===== config.mk =====
export PLATFORM = sky130hd
export DESIGN_NAME = doubly_linked_list_cursor_top
export DESIGN_NICKNAME = d
export VERILOG_FILES = /design/src/sv/dll_pkg.sv /design/src/sv/dll_ctrl.sv /design/src/sv/dll_dp.sv /design/src/sv/doubly_linked_list_cursor_top.sv
export SDC_FILE = /design/constraint.sdc
export NUM_CORES = 2
export LEC_CHECK = 0
export CORE_AREA = 2 2 721 436
export CTS_BUF_LIST = sky130_fd_sc_hd__clkbuf_8 sky130_fd_sc_hd__clkbuf_16
export CTS_CLUSTER_DIAMETER = 100
export DETAILED_ROUTE_END_ITERATION = 12
export DIE_AREA = 0 0 723 438
export DONT_BUFFER_PORTS = 1
export HOLD_SLACK_MARGIN = 0.08
export SLEW_MARGIN = 20
export SYNTH_ARGS = -nofsm -noshare
export SYNTH_HDL_FRONTEND = slang
export SYNTH_SLANG_ARGS = --single-unit

===== constraint.sdc =====
create_clock -name clk_i -period 6.1 [get_ports clk_i]
set_input_delay 0.915 -clock clk_i [delete_from_list [all_inputs] [get_ports clk_i]]
set_output_delay 0.915 -clock clk_i [all_outputs]
set_load 0.05 [all_outputs]

===== src/sv/dll_pkg.sv =====
// Shared types and constants of the linked-list cursor block.
package dll_pkg;

  localparam int unsigned NODES_DEF = 64;
  localparam int unsigned VAL_W     = 32;
  localparam int unsigned REQ_W     = 5;

  typedef enum logic [REQ_W-1:0] {
    REQ_CLEAR      = 5'd0,
    REQ_INS_HEAD   = 5'd1,
    REQ_INS_TAIL   = 5'd2,
    REQ_CUR_HEAD   = 5'd3,
    REQ_CUR_TAIL   = 5'd4,
    REQ_RD_HEAD    = 5'd5,
    REQ_RD_TAIL    = 5'd6,
    REQ_DEL_HEAD   = 5'd7,
    REQ_DEL_TAIL   = 5'd8,
    REQ_DEL_AFTER  = 5'd9,
    REQ_DEL_BEFORE = 5'd10,
    REQ_INS_AFTER  = 5'd11,
    REQ_INS_BEFORE = 5'd12,
    REQ_RD_CUR     = 5'd13,
    REQ_WRITE_CUR  = 5'd14,
    REQ_NEXT       = 5'd15,
    REQ_PREV       = 5'd16,
    REQ_QUERY      = 5'd17
  } req_e;

  typedef struct packed {
    logic latch;
    logic rd1;
    logic rd2;
    logic wr1;
    logic wr2;
  } dll_cmd_t;

  typedef struct packed {
    logic out_free;
  } dll_stat_t;

endpackage


===== src/sv/dll_ctrl.sv =====
// Request sequencer: accept, two read phases, two write phases.
module dll_ctrl
  import dll_pkg::*;
(
  input  logic      clk_i,
  input  logic      rst_ni,
  input  logic      req_valid_i,
  output logic      req_ready_o,
  input  dll_stat_t stat_i,
  output dll_cmd_t  cmd_o
);

  typedef enum logic [4:0] {
    ST_IDLE = 5'b00001,
    ST_RD1  = 5'b00010,
    ST_RD2  = 5'b00100,
    ST_WR1  = 5'b01000,
    ST_WR2  = 5'b10000
  } state_e;

  state_e state_q, state_d;

  always_comb begin
    state_d = state_q;
    cmd_o   = '0;
    req_ready_o = 1'b0;
    case (state_q)
      ST_IDLE: begin
        req_ready_o = 1'b1;
        if (req_valid_i) begin
          cmd_o.latch = 1'b1;
          state_d = ST_RD1;
        end
      end
      ST_RD1: begin
        cmd_o.rd1 = 1'b1;
        state_d = ST_RD2;
      end
      ST_RD2: begin
        cmd_o.rd2 = 1'b1;
        state_d = ST_WR1;
      end
      ST_WR1: begin
        cmd_o.wr1 = 1'b1;
        state_d = ST_WR2;
      end
      ST_WR2: begin
        if (stat_i.out_free) begin
          cmd_o.wr2 = 1'b1;
          state_d = ST_IDLE;
        end
      end
      default: state_d = ST_IDLE;
    endcase
  end

  always_ff @(posedge clk_i or negedge rst_ni) begin
    if (!rst_ni) begin
      state_q <= ST_IDLE;
    end else begin
      state_q <= state_d;
    end
  end

endmodule


===== src/sv/dll_dp.sv =====
// Node pool memories, list pointers, allocator and result register.
module dll_dp
  import dll_pkg::*;
#(
  parameter int unsigned NODES = NODES_DEF
) (
  input  logic             clk_i,
  input  logic             rst_ni,
  input  dll_cmd_t         cmd_i,
  output dll_stat_t        stat_o,
  input  logic [REQ_W-1:0] req_i,
  input  logic [VAL_W-1:0] value_i,
  output logic             out_valid_o,
  input  logic             out_ready_i,
  output logic [VAL_W-1:0] read_value_o,
  output logic             read_valid_o,
  output logic             error_o,
  output logic             cursor_active_o
);

  localparam int unsigned IW = (NODES > 1) ? $clog2(NODES) : 1;
  localparam int unsigned CW = $clog2(NODES + 1);
  localparam logic [CW-1:0] NODES_C = CW'(NODES);

  logic [VAL_W-1:0] val_mem   [NODES];
  logic [IW-1:0]    next_mem  [NODES];
  logic [IW-1:0]    prev_mem  [NODES];
  logic [IW-1:0]    stk_mem   [NODES];

  logic [REQ_W-1:0] req_q;
  logic [VAL_W-1:0] wval_q;
  logic [IW-1:0]    head_q, head_d, tail_q, tail_d, cur_q, cur_d;
  logic             nonempty_q, nonempty_d, cvalid_q, cvalid_d;
  logic [CW-1:0]    rcount_q, rcount_d, fresh_q, fresh_d;

  logic [VAL_W-1:0] val_rd_q;
  logic [IW-1:0]    next_rd_q, prev_rd_q, stk_rd_q, n1_q, p1_q;

  logic [IW-1:0]    next_ra, prev_ra, val_ra;
  logic             next_re, prev_re;
  logic             val_we, next_we, prev_we, stk_we;
  logic [IW-1:0]    val_wa, next_wa, prev_wa;
  logic [VAL_W-1:0] val_wd;
  logic [IW-1:0]    next_wd, prev_wd, del_v;

  logic             out_valid_q;
  logic [VAL_W-1:0] rdv_q, rdv_d;
  logic             rv_q, rv_d, err_q, err_d;

  logic             have_rec, alloc_ok, ins_go, take, del_go, push_ok;
  logic [IW-1:0]    slot;

  assign have_rec = (rcount_q != '0);
  assign alloc_ok = have_rec || (fresh_q < NODES_C);
  assign slot     = have_rec ? stk_rd_q : fresh_q[IW-1:0];
  assign push_ok  = (rcount_q < NODES_C);

  always_comb begin
    ins_go = 1'b0;
    del_go = 1'b0;
    del_v  = n1_q;
    case (req_q)
      REQ_INS_HEAD, REQ_INS_TAIL:     ins_go = 1'b1;
      REQ_INS_AFTER, REQ_INS_BEFORE:  ins_go = cvalid_q;
      REQ_DEL_HEAD: begin
        del_go = nonempty_q;
        del_v  = head_q;
      end
      REQ_DEL_TAIL: begin
        del_go = nonempty_q;
        del_v  = tail_q;
      end
      REQ_DEL_AFTER: begin
        del_go = cvalid_q && (cur_q != tail_q);
        del_v  = n1_q;
      end
      REQ_DEL_BEFORE: begin
        del_go = cvalid_q && (cur_q != head_q);
        del_v  = p1_q;
      end
      default: ;
    endcase
  end

  assign take = ins_go && alloc_ok;

  // read address selection
  always_comb begin
    next_re = cmd_i.rd1 || cmd_i.rd2;
    prev_re = cmd_i.rd1 || cmd_i.rd2;
    next_ra = (req_q == REQ_DEL_HEAD) ? head_q : cur_q;
    prev_ra = (req_q == REQ_DEL_TAIL) ? tail_q : cur_q;
    if (cmd_i.rd2) begin
      next_ra = next_rd_q;
      prev_ra = prev_rd_q;
    end
    case (req_q)
      REQ_RD_HEAD: val_ra = head_q;
      REQ_RD_TAIL: val_ra = tail_q;
      default:     val_ra = cur_q;
    endcase
  end

  // write plan
  always_comb begin
    val_we  = 1'b0;
    next_we = 1'b0;
    prev_we = 1'b0;
    stk_we  = 1'b0;
    val_wa  = slot;
    val_wd  = wval_q;
    next_wa = slot;
    next_wd = head_q;
    prev_wa = slot;
    prev_wd = tail_q;
    if (cmd_i.wr1) begin
      stk_we = del_go && push_ok;
      case (req_q)
        REQ_INS_HEAD: begin
          val_we  = take;
          next_we = take;
          next_wd = head_q;
          prev_we = take && nonempty_q;
          prev_wa = head_q;
          prev_wd = slot;
        end
        REQ_INS_TAIL: begin
          val_we  = take;
          prev_we = take;
          prev_wd = tail_q;
          next_we = take && nonempty_q;
          next_wa = tail_q;
          next_wd = slot;
        end
        REQ_DEL_AFTER: begin
          next_we = del_go && (n1_q != tail_q);
          next_wa = cur_q;
          next_wd = next_rd_q;
          prev_we = next_we;
          prev_wa = next_rd_q;
          prev_wd = cur_q;
        end
        REQ_DEL_BEFORE: begin
          prev_we = del_go && (p1_q != head_q);
          prev_wa = cur_q;
          prev_wd = prev_rd_q;
          next_we = prev_we;
          next_wa = prev_rd_q;
          next_wd = cur_q;
        end
        REQ_INS_AFTER: begin
          val_we  = take;
          prev_we = take;
          prev_wd = cur_q;
          next_we = take;
          next_wd = n1_q;
        end
        REQ_INS_BEFORE: begin
          val_we  = take;
          next_we = take;
          next_wd = cur_q;
          prev_we = take;
          prev_wd = p1_q;
        end
        REQ_WRITE_CUR: begin
          val_we = cvalid_q;
          val_wa = cur_q;
        end
        default: ;
      endcase
    end
    if (cmd_i.wr2) begin
      case (req_q)
        REQ_INS_AFTER: begin
          next_we = take;
          next_wa = cur_q;
          next_wd = slot;
          prev_we = take && (cur_q != tail_q);
          prev_wa = n1_q;
          prev_wd = slot;
        end
        REQ_INS_BEFORE: begin
          prev_we = take;
          prev_wa = cur_q;
          prev_wd = slot;
          next_we = take && (cur_q != head_q);
          next_wa = p1_q;
          next_wd = slot;
        end
        default: ;
      endcase
    end
  end

  // next list state and result
  always_comb begin
    head_d     = head_q;
    tail_d     = tail_q;
    cur_d      = cur_q;
    nonempty_d = nonempty_q;
    cvalid_d   = cvalid_q;
    rcount_d   = rcount_q;
    fresh_d    = fresh_q;
    rdv_d      = '0;
    rv_d       = 1'b0;
    err_d      = ins_go && !alloc_ok;
    if (take) begin
      if (have_rec) rcount_d = rcount_q - CW'(1);
      else fresh_d = fresh_q + CW'(1);
    end
    if (del_go && push_ok) rcount_d = rcount_q + CW'(1);
    case (req_q)
      REQ_CLEAR: begin
        rcount_d   = '0;
        fresh_d    = '0;
        nonempty_d = 1'b0;
        cvalid_d   = 1'b0;
      end
      REQ_INS_HEAD: begin
        if (take) begin
          if (!nonempty_q) tail_d = slot;
          head_d = slot;
          nonempty_d = 1'b1;
        end
      end
      REQ_INS_TAIL: begin
        if (take) begin
          if (!nonempty_q) head_d = slot;
          tail_d = slot;
          nonempty_d = 1'b1;
        end
      end
      REQ_CUR_HEAD: begin
        cur_d = head_q;
        cvalid_d = nonempty_q;
      end
      REQ_CUR_TAIL: begin
        cur_d = tail_q;
        cvalid_d = nonempty_q;
      end
      REQ_RD_HEAD, REQ_RD_TAIL: begin
        err_d = !nonempty_q;
        rv_d  = nonempty_q;
        rdv_d = nonempty_q ? val_rd_q : '0;
      end
      REQ_RD_CUR: begin
        err_d = !cvalid_q;
        rv_d  = cvalid_q;
        rdv_d = cvalid_q ? val_rd_q : '0;
      end
      REQ_DEL_HEAD, REQ_DEL_TAIL: begin
        if (del_go) begin
          if (head_q == tail_q) begin
            nonempty_d = 1'b0;
            cvalid_d   = 1'b0;
          end else begin
            if (cvalid_q && (cur_q == del_v)) cvalid_d = 1'b0;
            if (req_q == REQ_DEL_HEAD) head_d = n1_q;
            else tail_d = p1_q;
          end
        end
      end
      REQ_DEL_AFTER: begin
        if (del_go && (n1_q == tail_q)) tail_d = cur_q;
      end
      REQ_DEL_BEFORE: begin
        if (del_go && (p1_q == head_q)) head_d = cur_q;
      end
      REQ_INS_AFTER: begin
        if (take && (cur_q == tail_q)) tail_d = slot;
      end
      REQ_INS_BEFORE: begin
        if (take && (cur_q == head_q)) head_d = slot;
      end
      REQ_NEXT: begin
        if (cvalid_q) begin
          if (cur_q == tail_q) cvalid_d = 1'b0;
          else cur_d = n1_q;
        end
      end
      REQ_PREV: begin
        if (cvalid_q) begin
          if (cur_q == head_q) cvalid_d = 1'b0;
          else cur_d = p1_q;
        end
      end
      default: ;
    endcase
  end

  always_ff @(posedge clk_i) begin
    if (val_we) val_mem[val_wa] <= val_wd;
    if (cmd_i.rd1) val_rd_q <= val_mem[val_ra];
  end

  always_ff @(posedge clk_i) begin
    if (next_we) next_mem[next_wa] <= next_wd;
    if (next_re) next_rd_q <= next_mem[next_ra];
  end

  always_ff @(posedge clk_i) begin
    if (prev_we) prev_mem[prev_wa] <= prev_wd;
    if (prev_re) prev_rd_q <= prev_mem[prev_ra];
  end

  always_ff @(posedge clk_i) begin
    if (stk_we) stk_mem[rcount_q[IW-1:0]] <= del_v;
    if (cmd_i.rd1) stk_rd_q <= stk_mem[IW'(rcount_q - CW'(1))];
  end

  always_ff @(posedge clk_i) begin
    if (cmd_i.latch) begin
      req_q  <= req_i;
      wval_q <= value_i;
    end
    if (cmd_i.rd2) begin
      n1_q <= next_rd_q;
      p1_q <= prev_rd_q;
    end
    if (cmd_i.wr2) begin
      rdv_q <= rdv_d;
      rv_q  <= rv_d;
      err_q <= err_d;
    end
  end

  always_ff @(posedge clk_i or negedge rst_ni) begin
    if (!rst_ni) begin
      head_q      <= '0;
      tail_q      <= '0;
      cur_q       <= '0;
      nonempty_q  <= 1'b0;
      cvalid_q    <= 1'b0;
      rcount_q    <= '0;
      fresh_q     <= '0;
      out_valid_q <= 1'b0;
    end else begin
      if (cmd_i.wr2) begin
        head_q     <= head_d;
        tail_q     <= tail_d;
        cur_q      <= cur_d;
        nonempty_q <= nonempty_d;
        cvalid_q   <= cvalid_d;
        rcount_q   <= rcount_d;
        fresh_q    <= fresh_d;
      end
      if (cmd_i.wr2) out_valid_q <= 1'b1;
      else if (out_ready_i) out_valid_q <= 1'b0;
    end
  end

  assign stat_o.out_free = !out_valid_q || out_ready_i;
  assign out_valid_o     = out_valid_q;
  assign read_value_o    = rdv_q;
  assign read_valid_o    = rv_q;
  assign error_o         = err_q;
  assign cursor_active_o = cvalid_q;

endmodule


===== src/sv/doubly_linked_list_cursor_top.sv =====
// Top level of the linked-list cursor block.
// A doubly linked list of signed 32-bit values in a pool of NODES nodes, with
// head, tail and a cursor; every request gives one result. A request passes
// through five steps (accept, two pool reads, two writes): the second read
// fetches the neighbor of a neighbor, and the next and prev pool memories,
// each with a single write port, take their up to two writes per request in
// separate steps. The result is registered in the second write step, and a
// new request is taken only once the previous one is through its write steps;
// the next request is taken while a result waits downstream, and a request
// holds in its last write step until that result is accepted. Pool memories
// are not cleared at reset and need no clearing pass: the list starts empty.
module doubly_linked_list_cursor_top
  import dll_pkg::*;
#(
  parameter int unsigned NODES = NODES_DEF
) (
  input  logic        clk_i,
  input  logic        rst_ni,
  input  logic        s_axis_tvalid_i,
  output logic        s_axis_tready_o,
  input  logic [31:0] s_axis_tdata_i,   // [31:0] value
  input  logic [4:0]  s_axis_tuser_i,   // [4:0] req_type
  output logic        m_axis_tvalid_o,
  input  logic        m_axis_tready_i,
  output logic [39:0] m_axis_tdata_o,   // [31:0] read_value, [32] cursor_active
  output logic [1:0]  m_axis_tuser_o    // [0] read_valid, [1] error
);

  dll_cmd_t         cmd;
  dll_stat_t        stat;
  logic [VAL_W-1:0] read_value;
  logic             read_valid, error, cursor_active;

  dll_ctrl u_ctrl (
    .clk_i       (clk_i),
    .rst_ni      (rst_ni),
    .req_valid_i (s_axis_tvalid_i),
    .req_ready_o (s_axis_tready_o),
    .stat_i      (stat),
    .cmd_o       (cmd)
  );

  dll_dp #(
    .NODES (NODES)
  ) u_dp (
    .clk_i           (clk_i),
    .rst_ni          (rst_ni),
    .cmd_i           (cmd),
    .stat_o          (stat),
    .req_i           (s_axis_tuser_i),
    .value_i         (s_axis_tdata_i),
    .out_valid_o     (m_axis_tvalid_o),
    .out_ready_i     (m_axis_tready_i),
    .read_value_o    (read_value),
    .read_valid_o    (read_valid),
    .error_o         (error),
    .cursor_active_o (cursor_active)
  );

  assign m_axis_tdata_o = {7'd0, cursor_active, read_value};
  assign m_axis_tuser_o = {error, read_valid};

endmodule


**Word-level counts from Yosys, hierarchy flattened**

Memory sizes are Yosys's and may differ from the RTL's. A register that Yosys moved wholly into a read port is not among the register bits.
Cells that the tools add are included.

- Memory bits (writable): 3200
- Output and inout port bits: 44
- Memories: 4
- Input bits: 41
- Logic and storage cells: 232
- Bits in registers: 123

- Mux-type cells: 103
- Reductions and logical operators: 51
- $lt $le $gt $ge: 2
- Add/sub/neg operators: 3
- Equal/unequal tests: 53

Memories:

| memory | depth | width | read ports | clocked after Yosys merged registers in | wr ports | line | text |
|---|---|---|---|---|---|---|---|
| u_dp.val_mem | 64 | 32 | 1 | 1 | 1 | dll_dp.sv:25 | `logic [VAL_W-1:0] val_mem [NODES];` |
| u_dp.next_mem | 64 | 6 | 1 | 1 | 1 | dll_dp.sv:26 | `logic [IW-1:0] next_mem [NODES];` |
| u_dp.prev_mem | 64 | 6 | 1 | 1 | 1 | dll_dp.sv:27 | `logic [IW-1:0] prev_mem [NODES];` |
| u_dp.stk_mem | 64 | 6 | 1 | 1 | 1 | dll_dp.sv:28 | `logic [IW-1:0] stk_mem [NODES];` |

Operators by type and width:

| cell | number |
|---|---|
| $mux 6 | 34 |
| $pmux 6 s4 | 3 |
| $mux 32 | 2 |
| $pmux 32 s2 | 1 |
| $pmux 6 s5 | 2 |
| $pmux 6 s3 | 3 |
| $mux 7 | 7 |
| $eq 5x4->1 const B | 9 |
| $eq 6x6->1 | 6 |
| $pmux 6 s2 | 3 |
| $mux 1 | 34 |
| $eq 5x3->1 const B | 5 |
| $pmux 5 s5 | 1 |
| $ne 2x1->1 const B | 12 |
| $ne 6x6->1 | 4 |
| $reduce_and 10->1 | 2 |
| $ne 2x2->1 const B | 9 |
| $eq 5x2->1 const B | 3 |
| $logic_and 1x1->1 | 15 |
| $reduce_bool 5->1 | 3 |
| $add 7x1->7 const B | 2 |
| $lt 7x7->1 const B | 2 |
| $reduce_or 2->1 | 7 |
| $pmux 1 s2 | 6 |
| 22 further kinds | 37 |

**Longest topological paths before layout**

- Word-level depth: 11
- Mapped depth: 16
- Gate-level depth less buffers: 11

**By module**

Synthesis repeated with hierarchy kept, for this count alone.

- Cell total of the unflattened synthesis: 9483
- Area, all modules: 135376.1 µm²

By module, submodules not included:

| module | seq. area each (µm²) | cells each | times used | area each (µm²) |
|---|---|---|---|---|
| dll_dp | 100961.8 | 9438 | 1 | 134995.7 |
| dll_ctrl | 126.4 | 34 | 1 | 301.5 |
| doubly_linked_list_cursor_top | 0.0 | 11 | 1 | 78.8 |

**Worst setup path before layout**

No wires, ideal clock.

- Path type: reg-to-reg
- Start point: register u_dp.rcount_q[0]
- End point: memory u_dp.prev_mem[0][4] in the netlist's numbering (data pin)
- Buffers on the path: 4
- Data arrival time: 4.950 ns
- Data required time: 5.398 ns
- Period minus slack after synthesis: 5.652 ns
- Stages on the path, launching flop included: 11
- Library setup time: 0.702 ns
- Setup slack: 0.448 ns
- Path through: dfrtp_1 clkbuf_1 buf_1 clkbuf_1 inv_1 ha_1 or3b_1 nor4_4 buf_4 mux2i_1 o21ai_0

- Word-level cells in the longest chain between the ends: 6

RTL lines:

| element | line | text |
|---|---|---|
| from (decl) | dll_dp.sv:34 | `logic [CW-1:0] rcount_q, rcount_d, fresh_q, fresh_d;` |
| from (signal assigned) | dll_dp.sv:344 | `rcount_q <= rcount_d;` |
| $reduce_bool 7->1 (*) | dll_dp.sv:53 | `assign have_rec = (rcount_q != '0);` |
| $mux 6 (*) | dll_dp.sv:55 | `assign slot = have_rec ? stk_rd_q : fresh_q[IW-1:0];` |
| $pmux 6 s4 | dll_dp.sv:118 | `case (req_q)` |
| $mux 6 | dll_dp.sv:116 | `if (cmd_i.wr1) begin` |
| $mux 6 | dll_dp.sv:173 | `case (req_q)` |
| $mux 6 (*) | dll_dp.sv:172 | `if (cmd_i.wr2) begin` |
| net u_dp.prev_wd[4] | dll_dp.sv:44 | `logic [IW-1:0] next_wd, prev_wd, del_v;` |
| to (decl) | dll_dp.sv:27 |  |

Mark *: on every way through the listed nets, which the timed path passes. The rest lies on a longest branch.

**Final worst setup path**

- Start point: register u_dp.req_q[0]
- End point: register u_dp.val_rd_q[20] (read register of u_dp.val_mem) (data pin)

- Word-level cells in the longest chain between the ends: 2
- Elaborated cells between the ends (all ways): 3
- Classes of those cells: eq/ne: 2; mux: 1

RTL lines:

| element | line | text |
|---|---|---|
| from (decl) | dll_dp.sv:30 | `logic [REQ_W-1:0] req_q;` |
| from (signal assigned) | dll_dp.sv:313 | `req_q <= req_i;` |
| $eq 5x3->1 | dll_dp.sv:97 | `case (req_q)` |
| $pmux 6 s2 (*) | dll_dp.sv:97 |  |
| to (decl) | dll_dp.sv:36 | `logic [VAL_W-1:0] val_rd_q;` |

Every way passes the cells marked *; elsewhere a longest branch is shown, timed or not.
A chain may end at the register's enable or synchronous reset.

==> reports/qor.csv <==
stage,metric,value,unit
detailed_routing,Detailed Routing Iterations Pass 1,8,
global_route,total global-route track usage,25.4,%
synth,synthesized area,0.136,mm^2
min_path,min-delay src,s_axis_tvalid_i,
floorplan,Die Y,438,um
power,worst vdd ir,0.000326,V
cts,"Clk pin slew, worst setup/hold paths",0.06,ns
synth,Ys Warns,0,
detailed_routing,Post-Route WL,413000,um
timing,fmax,177,MHz
placement,Setup WS pre-CTS,0.781,ns
placement,Port-buffer cells,0,
min_path,Hold EP,u_ctrl.state_q[1],
detailed_routing,DR iter-0 viols,14047,
placement,cell count after placement,13597,
detailed_routing,total number of vias,87036,
synth,cells after synthesis,9724,
timing,Period minus WS final,5.65,ns
worst_setup_path,Worst setup SP type,flop,
synth,Async SR Flop Fraction,1.19,%
timing,Final Setup Violations,0,
floorplan,die width,723,um
synth,Main synth FF type,edfxtp_1,
global_route,largest net degree at the start of global routing,101,
detailed_routing,"antenna viol nets, final",0,
power,Power Dens Cells,360,mW/mm^2
synth,post-synthesis sequential area ratio,74.5,%
cts,H-tree lvl count,5,
timing,Worst-Margin Slew,1.28,ns
floorplan,Starting Density,43.7,%
placement,DPL Wire Length,252000,um
min_path,HP Class,input pin to flop,
timing,Clock Skews,0.0509,ns
timing,slack of the critical path,0.452,ns
cts,clock sink total,3373,
cts,CTS tree,built,
floorplan,io pins,85,
cells_and_area,fin cells,14232,
synth,Yosys cell types,95,
power,total power,54.9,mW
synth,"EDFF count, synth",3333,
global_route,grt total ovfl,0,
placement,gp weighted congestion,0.940,
min_path,hold path cells,1,
timing,setup_tns,0,ns
global_route,GRT busiest layer,met1,
synth,Avg Synthesized Cell Area,14.0,um^2
timing,Rel. slew slack,14.6,%
power,leak pwr,50.6,nW
cts,clk_lat worst skew,0.92,ns
global_route,number of global-route vias before repair,80396,
worst_setup_path,Max Fanout on Critical Path,77,
synth,#FFs+latches synth,3373,
worst_setup_path,WP data required,6.73,ns
job,max-cap violations,0,
floorplan,core area,0.311,mm^2
cts,Post-CTS Setup Bufs,0,
global_route,met3 Use GR,6.53,%
detailed_routing,routed len/inst,29.0,um
worst_setup_path,Worst Setup End Kind,flop,
worst_setup_path,worst reg-to-reg path cell count,10,
cells_and_area,layout cells sized above 1,10.8,%
worst_setup_path,critical path type,flop to flop,
timing,fin. max-slew vios,0,
worst_setup_path,RR Endpoint,u_dp.val_rd_q[20],
cts,total CTS buffers,317,
timing,Final Hold Fails,0,
detailed_routing,# DRC,0,
timing,unrepaired setup endpoints after global routing,false,
cells_and_area,fillers,26325,
status,outcome,"complete, no violations",
cells_and_area,Layout Nets,9813,
floorplan,row cnt,159,
detailed_routing,vias per cell,6.12,
worst_setup_path,r2r startpoint,u_dp.req_q[0],
worst_setup_path,crit path DAT,6.28,ns
global_route,met2 usage,33.9,%
cells_and_area,area grow syn2layout,12.4,%
global_route,first-pass GRT wire length,587000,um
floorplan,DIE AREA,0.317,mm^2
timing,crit share post-route,92.6,%
cts,clk root buf,clkbuf_16,
worst_setup_path,R2R Setup Slk,0.45,ns
global_route,met1 usage,41.1,%
cts,Clock Path Buffers,4,
global_route,initial antenna violation count,31,
timing,hold slack final,0.158,ns
## metrics by stage
stage / instance area (um^2) / utilization (%)
5_1_grt: 152000 / 49.1
6_report: 153000 / 49.1
2_1_floorplan: 136000 / -
3_5_place_dp: 142000 / 45.7
3_3_place_gp: 142000 / 45.7
4_1_cts: 152000 / 49.0
## critical path, stage by stage, from the launching register on
cell and delay, ns:
edfxtp_1 0.76, nand2b_1 0.53, nor3_4 0.59, a221o_4 0.71, buf_12 0.43, buf_4 0.41
mux2i_1 0.24, a32oi_1 0.07, nand4_1 0.27, nand4_1 0.57, or3_1 0.67
## registers in the layout (all words and copies together) (netlist names), 6 cells and up
register / flops
u_dp.stk_rd_q: 6
u_dp.head_q: 6
u_dp.rcount_q: 7
u_dp.n1_q: 6
u_dp.read_value_o: 32
u_dp.tail_q: 6
u_dp.p1_q: 6
u_dp.fresh_q: 7
u_dp.prev_mem: 384
u_dp.next_mem: 384
u_dp.next_rd_q: 6
u_dp.cur_q: 6
u_dp.stk_mem: 384
u_dp.val_mem: 2048
u_dp.val_rd_q: 32
u_dp.prev_rd_q: 6
u_dp.val_wd: 32
## final cells by class
class / instances / area [um^2] / area share (%)
tap: 4186 / 5240 / 3.43
antenna: 35 / 87.6 / 0.0574
clock buffer: 322 / 8060 / 5.28
timing repair buffer: 377 / 3690 / 2.42
inverter: 21 / 78.8 / 0.0517
clock inverter: 239 / 1880 / 1.23
multi-input combinational: 5679 / 32400 / 21.2
sequential: 3373 / 101000 / 66.3
## where the power goes
group,internal (mW),switching (mW)
logic,2.25,6.28
registers,26.6,0.328
clock network,10.7,8.72
total,39.6,15.3
## layer usage
layer	vias up	share of wire, %
li1	36720	-
met1	44117	44
met2	5636	40
met3	547	13
met4	16	2.0
met5	-	0.12
## cells in the mapped netlist, types with 10 or more instances
cell type  instances  area share, %
nor4_1            16          0.074
a21oi_1          111           0.41
edfxtp_1        3333             74
o21ai_0           71           0.26
nand2b_1          14          0.065
or3_1             28           0.13
o221ai_1          11          0.071
nand4_1           87           0.40
a22o_1            16           0.10
buf_6             15           0.12
nand3_1          701            2.6
or4_1             23           0.13
nand2_1         2595            7.2
o31ai_1           13          0.072
buf_4             49           0.27
and2_1            45           0.21
mux2i_1          182            1.3
and3_1           251            1.2
nor2_1           345           0.95
o211ai_1          13          0.072
mux4_2           126            2.1
a32oi_1           73           0.47
a211o_1           11          0.071
nand3b_1          10          0.055
inv_1             20          0.055
mux2_2            13           0.11
xnor2_1           22           0.14
buf_2            282            1.0
clkbuf_1         253           0.70
a31oi_1          261            1.2
a311oi_1         194            1.3
o22ai_1          128           0.59
a22oi_1           20           0.11
nor2b_1           17          0.078
buf_1             58           0.16
a221oi_1          40           0.26
nor3_1            34           0.13
xor2_1            23           0.15
dfrtp_1           39           0.72
## worst max-delay path by stage
stage	from	to	slack (ns)
final	u_dp.req_q[0]	u_dp.val_rd_q[20]	0.45
after global routing	u_dp.req_q[0]	u_dp.val_rd_q[20]	0.35
after CTS	u_dp.req_q[0]	u_dp.val_rd_q[13]	0.75
after detailed placement	u_dp.req_q[0]	u_dp.val_rd_q[13]	0.78
after global placement	u_dp.req_q[1]	u_dp.val_rd_q[13]	0.59
after floorplan	u_dp.rcount_q[0]	u_dp.prev_mem[0][4]	0.45
## what timing repair did
item | in CTS | in global routing
endpoints found under the hold margin | 77 | 0
hold buffers | 39 | 0
gates resized for setup | 0 | 0
## cell usage in the layout, fill, tap and decap left out, types with 14 or more instances in the layout
cell type,netlist,routed
diode_2,0,35
bufinv_16,0,26
mux2i_1,182,182
clkbuf_16,0,322
a22oi_1,20,20
dfrtp_1,39,38
or3_1,28,27
nor4_1,16,14
nand4_1,87,87
inv_1,20,75
o21ai_0,71,65
a21oi_1,111,111
or4_1,23,23
nor2b_1,17,16
xnor2_1,22,21
a31oi_1,261,260
a311oi_1,194,194
buf_12,0,59
o22ai_1,128,120
buf_4,49,277
nand2_1,2595,2594
nand3_1,701,699
and2_1,45,44
clkinv_2,0,52
a22o_1,16,16
nor3_1,34,34
clkinv_1,1,74
and3_1,251,251
xor2_1,23,22
edfxtp_1,3333,3333
a32oi_1,73,73
nor2_4,1,69
mux4_2,126,126
dlygate4sd3_1,0,38
a221oi_1,40,39
nor2_1,345,271
## cell families (layout without fill, tap and decap cells)
kind of cell               after synthesis  in the layout  share of synthesized area (%)
DFF                                   3373           3373                           74.5
muxes                                  321            321                           3.54
AOI/OAI and AO/OA                     1081           1081                           5.82
xor gates and xnor gates                46             46                          0.311
other                                    1             42                        0.00276
and+or+nand+nor                       4221           4221                           13.5
buffers and inverters                  678            959                           2.35
adders and majority gates                3              3                         0.0277
No activity file was read; power rests on OpenSTA's default activity.
